`config.mk`:
```
export PLATFORM = sky130hd
export DESIGN_NAME = prf_select
export DESIGN_NICKNAME = d
export VERILOG_FILES = /design/src/hw/rtl/prf_pkg.sv /design/src/hw/rtl/prf_select.sv
export SDC_FILE = /design/constraint.sdc
export NUM_CORES = 1
export LEC_CHECK = 0
export BUFFER_PORTS_ARGS = -buffer_cell sky130_fd_sc_hd__buf_4
export CAP_MARGIN = 5
export CORE_ASPECT_RATIO = 1.4
export CORE_MARGIN = 4
export CORE_UTILIZATION = 30
export DETAILED_ROUTE_END_ITERATION = 6
export GPL_TIMING_DRIVEN = 0
export PLACE_DENSITY = 0.51
export SLEW_MARGIN = 20
export SYNTH_ARGS = -nofsm -noshare
export SYNTH_HDL_FRONTEND = slang
export SYNTH_SLANG_ARGS = --single-unit
```
`constraint.sdc`:
```
create_clock -name vclk -period 12.5
set_clock_uncertainty 0.15 [all_clocks]
set_input_delay 1.875 -clock vclk [all_inputs]
set_output_delay 1.875 -clock vclk [all_outputs]
set_load 0.03 [all_outputs]
```
`src/hw/rtl/prf_pkg.sv`:
```
// Shared constants, types and codes of the PNG adaptive row filter.
package prf_pkg;

  // Geometry of the row stores and the counters.
  localparam int MaxWidth   = 4096;
  localparam int AddrW      = $clog2(MaxWidth);
  localparam int WidthW     = 13;
  localparam int HeightW    = 16;
  localparam int PixelW     = 32;
  localparam int LaneCount  = 4;
  localparam int NumFilters = 5;
  localparam int CostW      = 22;
  localparam int CfgDataW   = 16;
  localparam int OutDepth   = 4;

  // Configuration register indexes.
  localparam logic CfgImageWidth  = 1'b0;
  localparam logic CfgImageHeight = 1'b1;

  // Filter codes as they appear in the filter byte of a row.
  localparam logic [2:0] FiltNone  = 3'd0;
  localparam logic [2:0] FiltSub   = 3'd1;
  localparam logic [2:0] FiltUp    = 3'd2;
  localparam logic [2:0] FiltAvg   = 3'd3;
  localparam logic [2:0] FiltPaeth = 3'd4;

  typedef logic [7:0] byte_t;
  typedef byte_t [NumFilters-1:0] filt_bytes_t;
  typedef logic [CostW-1:0] cost_t;
  typedef cost_t [NumFilters-1:0] cost_arr_t;

  // One output word as it waits in the output queue.
  typedef struct packed {
    logic [2:0]        filter_type;
    logic [PixelW-1:0] residual_bytes;
    logic              row_start;
    logic              image_end;
  } res_word_t;

endpackage

```
`src/hw/rtl/prf_select.sv`:
```
// Picks the cheapest filter; ties go to the lower filter number.
module prf_select (
  input  prf_pkg::cost_arr_t costs_i,
  output logic [2:0]         best_o
);
  import prf_pkg::*;

  logic [2:0] w01, w23, wlo;
  cost_t      c01, c23, clo;

  // Pairwise tree; the left side always holds the lower number.
  always_comb begin
    w01 = (costs_i[FiltSub] < costs_i[FiltNone]) ? FiltSub : FiltNone;
    c01 = (costs_i[FiltSub] < costs_i[FiltNone]) ? costs_i[FiltSub] : costs_i[FiltNone];
    w23 = (costs_i[FiltAvg] < costs_i[FiltUp]) ? FiltAvg : FiltUp;
    c23 = (costs_i[FiltAvg] < costs_i[FiltUp]) ? costs_i[FiltAvg] : costs_i[FiltUp];
    wlo = (c23 < c01) ? w23 : w01;
    clo = (c23 < c01) ? c23 : c01;
    best_o = (costs_i[FiltPaeth] < clo) ? FiltPaeth : wlo;
  end
endmodule

```
### Word-level counts from Yosys, hierarchy flattened

Index checks and enable logic that the tools add are counted.

| word-level totals | value |
|---|---|
| output and inout bits | 3 |
| register bits | 0 |

| cells by class | value |
|---|---|
| muxes and demuxes | 7 |
| magnitude comparators | 4 |

Operator list:

| cell | count |
|---|---|
| 22-bit less-than comparator | 4 |
| 22-bit two-way mux | 3 |
| 3-bit two-way mux | 1 |
| 1-bit two-way mux | 2 |
| 2-bit two-way mux | 1 |

### Logic depth before layout (Yosys ltp)

| depth | value |
|---|---|
| word-level depth | 6 |
| mapped depth | 30 |
| mapped depth without buffers | 28 |

### Worst setup path after synthesis

OpenSTA, ideal clock, no wires.

| path | value |
|---|---|
| path kind | in2out |
| from | input port costs_i[11] in the netlist's numbering |
| to | output port best_o[0] |
| stages on the path | 30 |
| data arrival time | 8161 ps |
| path buffers | 3 |
| slack | 2314 ps |
| cells stage by stage | inv_1 > ha_1 > a21oi_1 > o21ai_0 > a221oi_1 > and4b_4 > and2_1 > clkbuf_1 > buf_2 > mux2i_1 > ha_1 > a21oi_1 > nor2b_1 > o21ai_1 > a211oi_1 > a2111oi_1 > nand2_1 > o31ai_4 > buf_6 > mux2_4 > ha_1 > a21o_1 > a21o_1 > a21oi_1 > nor2b_1 > o21ai_0 > a31oi_1 > a2111o_1 > a31oi_1 > nor2_1 |

| on the way | value |
|---|---|
| longest elaborated chain between the ends | 6 |

RTL lines:

| what | RTL line | text |
|---|---|---|
| start, declared | prf_select.sv:3 | `input prf_pkg::cost_arr_t costs_i,` |
| 22-bit less-than comparator | prf_select.sv:13, prf_select.sv:14 |  |
| 22-bit two-way mux | prf_select.sv:14 | `c01 = (costs_i[FiltSub] < costs_i[FiltNone]) ? costs_i[FiltSub] : costs_i[FiltNone];` |
| 22-bit less-than comparator | prf_select.sv:17, prf_select.sv:18 |  |
| 22-bit two-way mux | prf_select.sv:18 | `clo = (c23 < c01) ? c23 : c01;` |
| 22-bit less-than comparator | prf_select.sv:19 | `best_o = (costs_i[FiltPaeth] < clo) ? FiltPaeth : wlo;` |
| 3-bit two-way mux (*) | prf_select.sv:19 |  |
| end, declared | prf_select.sv:4 | `output logic [2:0] best_o` |

Mark *: on every way between the ends. The rest lies on a longest branch, timed or not.

### Worst setup path after layout

Same ends and word-level chain as after synthesis.

==> qor.yml <==
synth_top_family_by_area: "adder cells"
drt_first_pass_iters: 5
tightest_slew_ps: 818
netlist.area_leader.share_pct: 34.7
crit_path_end_kind: "primary output"
ir_worst_vdd_mv: 0.0727
cp-start-kind: "primary input"
placedCellCount: 621
worstSetupPathType: "primary input to primary output"
antennaDiodeCount: 0
synth_compound_area_share_pct: 17.0
slowest_delay_ps: 720
maxCapViolations: 0
post-route-period-util_pct: 87.7
drt-initial-drc-count: 51
cts-hold-fix-buffers: 0
via_count: 3032
grt_antenna_before_repair: 0
power.density_mw_per_mm2: 63.6
layout_setup_ws_ps: 1530
grt_pass1_wl_um: 14300
io_pins: 113
synthesis.nets: 567
port_buffers: 113
ys_types: 46
setup_viol: 0
core_area_sq_mm: 0.00990
worstPathRequired_ps: 10470
finalMaxSlewViolations: 0
cts_setup_buffers: 0
leakagePower_nw: 2.34
dieArea_sq_mm: 0.0118
cts_resized: 0
fp.dieW_um: 93.0
synthTopCellsByCount: "84 x ha_1, 67 x inv_1, 43 x mux2i_1"
ant_nets: 0
area_delta_synth_final_pct: 33.6
overflow: 0
remaining_drc_errors: 0
min_path_type: "primary input to primary output"
grt_usage_pct: 14.8
initial_core_util_pct: 30.6
synthCells: 373
seq_cells: 0
outcome: "complete, no violations"
seqCellArea_sq_um: 0
synth_xor_area_share_pct: 0
dieHeight_um: 127
post_synth_fa_ha_maj_area_fraction_pct: 34.7
final_nets: 682
finalHoldViolations: 0
slew_headroom_pct: 45.3
clock.fmax_ghz: 0.0912
dp_slack_ps: 1510
grt_pass1_vias: 3126
instances_no_fill: 621
place.gp.congestion: 0.854
slowest_stage: "a2111oi_1"
synth_top_cell_by_area: "ha_1"
synthSimpleGateAreaFrac_pct: 13.9
hpwl_um: 8450
synth_area_per_cell_sq_um: 8.13
drt-vias-per-instance: 4.88
grt_max_degree: 11
fillers: 1066
worst_ep_arrival_time_ps: 8940
yosys_warnings: 0
syn_area_sq_mm: 0.00303
clkbuf_count: 0
drive_above_1_share_pct: 31.3
synthMuxAreaShare_pct: 24.6
synth_area_leaders: "ha_1 35%, mux2i_1 14%, mux2_4 8.9%"
yosysSeqAreaShare_pct: 0
crit_fanout: 10
yosysMostFrequentCell: "ha_1"
finalSetupTns_ps: 0
grt_setup_unrepaired: "false"
drt-wirelength-per-cell_um: 14.7
rows: 43
wirelength_um: 9110
period_needed_ps: 10970
[worst paths after layout]
kind | slack, ps | from | depth (start not counted) | to
worst max-delay path | 1530 | costs_i[11] | 32 | best_o[0]
worst min-delay path | 4080 | costs_i[88] | 5 | best_o[2]
[metal layers]
metal	wire [um]	vias to the layer above	GRT usage [%]
met2	5010	71	29.9
li1	-	1582	-
met5	0	-	0
met4	163	0	2.67
met3	387	6	0.830
met1	3550	1373	16.8
[final cells by class]
type | count | area (sq um) | share of cell area, %
buffer | 7 | 46.3 | 1.14
tap | 135 | 169 | 4.17
timing repair buffer | 113 | 848 | 21.0
multi-input combinational | 299 | 2730 | 67.5
inverter | 67 | 251 | 6.21
[logic make-up (layout without fill, tap and decap cells)]
group / after synthesis / after routing
adder cells (fa/ha/maj): 84 / 84
AND/OR/NAND/NOR: 77 / 77
buffers and inverters: 74 / 187
AO/OA/AOI/OAI: 73 / 73
multiplexers: 65 / 65
[metrics by stage]
stage / instance area, sq um / util, % / power (mW) / hold slack (ps)
2_1_floorplan: 3030 / - / 0.182 / 3930
3_3_place_gp: 4050 / 40.9 / 0.256 / 4100
3_5_place_dp: 4050 / 40.9 / 0.259 / 4090
4_1_cts: 4050 / 40.9 / 0.261 / 4090
5_1_grt: 4050 / 40.9 / 0.289 / 4130
6_report: 4050 / 40.9 / 0.257 / 4080
[worst max-delay path, delay by kind of cell]
family | cells | cell delay [ps]
mux | 2 | 710
compound gates | 15 | 3500
buf+inv | 6 | 1080
fa+ha+maj | 3 | 900
simple gates | 6 | 850
[placed cells by master (no fill, tap or decap), types with 2 or more instances in the layout]
master	Yosys	final
o21ai_0	12	12
a21o_1	8	8
a211o_1	3	3
ha_1	84	84
nand3_1	8	8
buf_4	0	113
nand4_1	9	9
buf_6	2	2
nand4_2	2	2
nand2b_1	2	2
a221oi_1	2	2
mux2_2	4	4
nor3_1	5	5
mux2_4	18	18
nor4_2	2	2
a31oi_1	3	3
a21oi_1	26	26
nand2_1	19	19
o211ai_1	2	2
a211oi_1	4	4
mux2i_1	43	43
inv_1	67	67
nor2_1	13	13
buf_2	4	4
nor2b_1	9	9
[where the power goes]
part	switching, mW	leakage, nW	internal [mW]
combinational	0.126	2.34	0.131
sequential	0	0	0
clock	0	0	0
total	0.126	2.34	0.131
Power figures use the tool's default switching activity.
