## src/hw/rtl/prf_pkg.sv

```systemverilog
// Shared constants, types and codes of the PNG adaptive row filter.
package prf_pkg;

  // Geometry of the row stores and the counters.
  localparam int MaxWidth   = 4096;
  localparam int AddrW      = $clog2(MaxWidth);
  localparam int WidthW     = 13;
  localparam int HeightW    = 16;
  localparam int PixelW     = 32;
  localparam int LaneCount  = 4;
  localparam int NumFilters = 5;
  localparam int CostW      = 22;
  localparam int CfgDataW   = 16;
  localparam int OutDepth   = 4;

  // Configuration register indexes.
  localparam logic CfgImageWidth  = 1'b0;
  localparam logic CfgImageHeight = 1'b1;

  // Filter codes as they appear in the filter byte of a row.
  localparam logic [2:0] FiltNone  = 3'd0;
  localparam logic [2:0] FiltSub   = 3'd1;
  localparam logic [2:0] FiltUp    = 3'd2;
  localparam logic [2:0] FiltAvg   = 3'd3;
  localparam logic [2:0] FiltPaeth = 3'd4;

  typedef logic [7:0] byte_t;
  typedef byte_t [NumFilters-1:0] filt_bytes_t;
  typedef logic [CostW-1:0] cost_t;
  typedef cost_t [NumFilters-1:0] cost_arr_t;

  // One output word as it waits in the output queue.
  typedef struct packed {
    logic [2:0]        filter_type;
    logic [PixelW-1:0] residual_bytes;
    logic              row_start;
    logic              image_end;
  } res_word_t;

endpackage

```

## src/hw/rtl/prf_lane.sv

```systemverilog
// One byte lane: residuals of all five filters and their signed-byte magnitudes.
module prf_lane (
  input  prf_pkg::byte_t      x_i,
  input  prf_pkg::byte_t      a_i,
  input  prf_pkg::byte_t      b_i,
  input  prf_pkg::byte_t      c_i,
  output prf_pkg::filt_bytes_t res_o,
  output prf_pkg::filt_bytes_t mag_o
);
  import prf_pkg::*;

  logic signed [9:0] pa, pb, pc;
  logic [8:0]        avg_sum;
  byte_t             paeth;

  // Paeth distances, all relative to p = a + b - c.
  always_comb begin
    pa = $signed({2'b00, b_i}) - $signed({2'b00, c_i});
    pb = $signed({2'b00, a_i}) - $signed({2'b00, c_i});
    pc = $signed({2'b00, a_i}) + $signed({2'b00, b_i}) - $signed({1'b0, c_i, 1'b0});
    if (pa < 0) pa = -pa;
    if (pb < 0) pb = -pb;
    if (pc < 0) pc = -pc;
    if (pa <= pb && pa <= pc) begin
      paeth = a_i;
    end else if (pb <= pc) begin
      paeth = b_i;
    end else begin
      paeth = c_i;
    end
  end

  assign avg_sum = {1'b0, a_i} + {1'b0, b_i};

  // Residuals modulo 256.
  assign res_o[FiltNone]  = x_i;
  assign res_o[FiltSub]   = x_i - a_i;
  assign res_o[FiltUp]    = x_i - b_i;
  assign res_o[FiltAvg]   = x_i - avg_sum[8:1];
  assign res_o[FiltPaeth] = x_i - paeth;

  // Magnitude of each residual read as a signed byte.
  always_comb begin
    for (int f = 0; f < NumFilters; f++) begin
      mag_o[f] = res_o[f][7] ? 8'(9'd256 - {1'b0, res_o[f]}) : res_o[f];
    end
  end
endmodule

```

## config.mk

```make
export PLATFORM = sky130hd
export DESIGN_NAME = prf_lane
export DESIGN_NICKNAME = d
export VERILOG_FILES = /design/src/hw/rtl/prf_pkg.sv /design/src/hw/rtl/prf_lane.sv
export SDC_FILE = /design/constraint.sdc
export NUM_CORES = 1
export LEC_CHECK = 0
export BUFFER_PORTS_ARGS = -buffer_cell sky130_fd_sc_hd__buf_4
export CORE_UTILIZATION = 58
export DETAILED_ROUTE_END_ITERATION = 8
export GPL_TIMING_DRIVEN = 1
export PLACE_DENSITY = 0.85
export SYNTH_ARGS = -nofsm -noshare
export SYNTH_HDL_FRONTEND = slang
export SYNTH_SLANG_ARGS = --single-unit
```

## constraint.sdc

```tcl
create_clock -name vclk -period 8.31
set_clock_uncertainty 0.05 [all_clocks]
set_input_delay 0.4155 -clock vclk [all_inputs]
set_output_delay 0.4155 -clock vclk [all_outputs]
set_load 0.03 [all_outputs]
```

# ---- Word-level counts from Yosys, hierarchy flattened
# Index checks and enable logic that the tools add are counted.
dict set report op_classes {
  n_reduce_logical 1
  mux 10
  n_lt_le_gt_ge 6
  n_addsub 17
}
# op count
set ops {}
lappend ops {{two-way mux 8 bit} 7}
lappend ops {{subtractor 1 x 8 -> 8 bit, first input constant} 5}
lappend ops {{subtractor 8 bit} 4}
lappend ops {{<= comparator 10 bit} 3}
lappend ops {{two-way mux 10 bit} 3}
lappend ops {{negator 9 -> 10 bit} 2}
lappend ops {{adder 8 x 8 -> 9 bit} 2}
lappend ops {{< comparator 9 x 1 -> 1 bit, second input constant} 2}
lappend ops {{subtractor 8 x 8 -> 9 bit} 2}
lappend ops {{< comparator 10 x 1 -> 1 bit, second input constant} 1}
lappend ops {{negator 10 bit} 1}
lappend ops {{subtractor 9 x 9 -> 10 bit} 1}
lappend ops {{logical AND 1 bit} 1}
dict set report totals {
  in_bits 32
  wordCells 34
  output_inout_bits 80
  regBits 0
}

# ---- Logic depth before layout (Yosys ltp)
dict set report logic_depth {
  ltp_word 10
  depth_mapped 38
  mapped_depth_nobuf 37
}

# ---- Least setup slack after synthesis
# Ideal clock, no wire load.
dict set report synth_path {
  kind {input port to output port}
  startpoint {input a_i[2]}
  endpoint {output mag_o[38] (netlist bit)}
  t_arrival_ns 7.208
  required_time_ns 7.845
  slack_ns 0.637
  stages 32
  cell_sequence {inv_1 > fa_1 > inv_1 > ha_1 > nor2b_1 > o31ai_1 > xor2_1 > nand4_1 > or2_2 > or4_1 > ha_1 > nand3_1 > nor2_1 > a221oi_1 > nand2_1 > nor3_1 > a211o_1 > o21ai_0 > o21a_1 > buf_1 > a21oi_1 > nor2_1 > a21oi_1 > ha_1 > o21ai_0 > nand2b_1 > a21o_1 > a21o_1 > xor2_1 > nor4_1 > nor3_1 > xor2_1}
}
# element line_no
set synth_rtl {}
lappend synth_rtl {{from (decl)} prf_lane.sv:4} ;# input prf_pkg::byte_t a_i,
lappend synth_rtl {{to (decl)} prf_lane.sv:8} ;# output prf_pkg::filt_bytes_t mag_o

==> run metrics <==
Total Routing Usage GR 31.6%; Vias 5068; CP Capture Type output port; Core Util, Final 71.6%; Leak 3.06 nW; mapped cell area 4890 sq um; critical path startpoint category input port; DRT antenna net count 0; vias in the first global route 4918; post-DP HPWL 12000 microns; gpl congestion 0.946; Setup WS post-layout 0.358 ns; final count of hold timing violations 0; Multi-input gate area 4500 sq um; Seq/Total Area, Yosys 0%; CP required 7.84 ns; hold buffer count at cts 0; dpl ws 0.0491 ns; vias per std cell 5.89; Fillers 650; first-pass GRT wire length 22400 microns; Layout clock buffers 0; die height 93.8 microns; largest net degree at the start of global routing 14; Final Cell Area 5860 sq um; max cap viols 0; drt first pass iters 5; area grow syn2layout 19.8%; DRT iter0 DRCs 261; fmax 126 MHz; PD cells 294 nW/um^2; FFs & Latches 0; Min Hold Slack 1.03 ns; mean post-synth cell area 7.44 sq um; final period utilization 95.7%; PortBufs 112; total gr overflow 0; Max stage delay on crit path 0.56 ns; DRT Wirelength 14000 microns; biggest fanout along the worst timing path 6; relative slew slack 46.6%; Residual DRC 0; DP Area 5760 sq um; max-slew violations 0; worst hold path type input port to output port; IO Count 112; Initial Util 59.8%; synthesized instance count 657; Cells on Worst Hold Path 2; status completed; Yosys Warn Count 0; Cell Rows 33; critical path class input port to output port; synth unique cells 67; DIE AREA 8800 sq um; Antenna Diode Count 0; antenna violations before repair 0; Die X 93.8 microns; Final setup viols 0; Core Region 8180 sq um; Post-Route Setup TNS 0 ns; routed len/inst 16.3 microns; nets@finish 899; Max VDD drop 157 uV; fin crit period 7.95 ns; FF/Latch Area 0 sq um; layout cells sized above 1 20.0%; CP max stage cell or4_4; slew at the pin closest to its max-slew limit 0.800 ns; Data arrival, critical path 7.49 ns
==> metrics by stage <==
stage / total power, mW / instances
after floorplan: 1.20 / 659
after global placement: 1.63 / 859
after detailed placement: 1.67 / 859
after CTS: 1.67 / 859
after global routing: 1.86 / 861
final: 1.72 / 861
==> cell usage in the layout (no fill, tap or decap), drive strengths merged, types with 7 or more instances in the layout <==
cell type / synthesis / routed
buf: 16 / 117
ha: 95 / 95
inv: 92 / 92
xnor2: 62 / 62
nor2: 51 / 51
a21oi: 40 / 40
a21o: 30 / 30
xor2: 30 / 30
nand2: 29 / 29
o21ai: 27 / 27
fa: 14 / 14
nor2b: 13 / 13
nor3: 13 / 13
nand3: 12 / 12
nand2b: 12 / 12
o21bai: 10 / 10
o21a: 8 / 8
or2: 7 / 7
nand4: 7 / 7
==> Yosys cell counts (3+ instances only) <==
cell | instances | area [sq um]
o21ai_0 | 27 | 135
ha_1 | 95 | 1190
clkbuf_1 | 4 | 15.0
nor4_1 | 5 | 31.3
a21oi_1 | 39 | 195
and3_1 | 6 | 37.5
and2_1 | 5 | 31.3
xor2_1 | 28 | 245
nand2b_1 | 12 | 75.1
fa_1 | 14 | 280
nand3_1 | 12 | 60.1
nor3b_1 | 4 | 30.0
or3_1 | 3 | 18.8
buf_4 | 13 | 97.6
nor4b_1 | 3 | 26.3
a211o_1 | 3 | 26.3
a221oi_1 | 4 | 35.0
xnor2_1 | 62 | 543
nand2_1 | 29 | 109
nor3_1 | 13 | 65.1
nor2b_1 | 13 | 81.3
o31ai_1 | 6 | 45.0
o21a_1 | 8 | 60.1
nand4_1 | 7 | 43.8
nand3b_1 | 4 | 30.0
a21o_1 | 30 | 225
a211oi_1 | 3 | 22.5
o21bai_1 | 10 | 75.1
or2_2 | 7 | 43.8
inv_1 | 92 | 345
nor2_1 | 50 | 188
==> routing by layer <==
layer	global-route usage, %	vias to the layer above	part of all wire [%]
met5	0	-	0
met4	12.3	0	3.5
met3	1.62	42	6.9
met2	59.3	229	50
met1	37.2	2334	40
li1	-	2463	-
==> timing repair <==
| item | 4_1_cts | 5_1_grt |
|---|---|---|
| gates resized for setup | 0 | 15 |
| endpoints found under the setup margin | 0 | 8 |
| buffers inserted | 0 | 2 |
==> path summary, 6_finish.rpt <==
path,slack (ns),startpoint,to
worst max-delay path,0.36,a_i[2],mag_o[33]
worst min-delay path,1.03,x_i[0],res_o[0]
==> worst max-delay path: cells and delay by family <==
family / cells / cell delay (ns)
compound gates: 14 / 2.74
xor+xnor: 2 / 0.32
fa+ha+maj: 4 / 1.40
buf+inv: 5 / 0.44
mux: 1 / 0.30
simple gates: 11 / 1.88
==> where the power goes <==
| part | switching (mW) | total (mW) | leakage (nW) | internal (mW) |
|---|---|---|---|---|
| Sequential | 0 | 0 | 0 | 0 |
| Clock | 0 | 0 | 0 | 0 |
| Combinational | 1.04 | 1.72 | 3.06 | 0.682 |
==> area by class of cell <==
class                      instances  area share, %
timing repair buffer             117           15.0
tap                              105           2.24
inverter                          92           5.90
multi-input combinational        547           76.9
==> cells by family (layout without fill, tap and decap cells) <==
logic type      Yosys count  in the layout  share of synthesized area, %
simple gates            181            181                          19.2
xor+xnor                 93             93                          17.3
compound gates          156            156                          22.6
mux                       3              3                         0.768
other cells               2              4                         0.154
buf+inv                 112            209                          9.75
fa+ha+maj               110            110                          30.3
(Power assumes the default switching activity.)
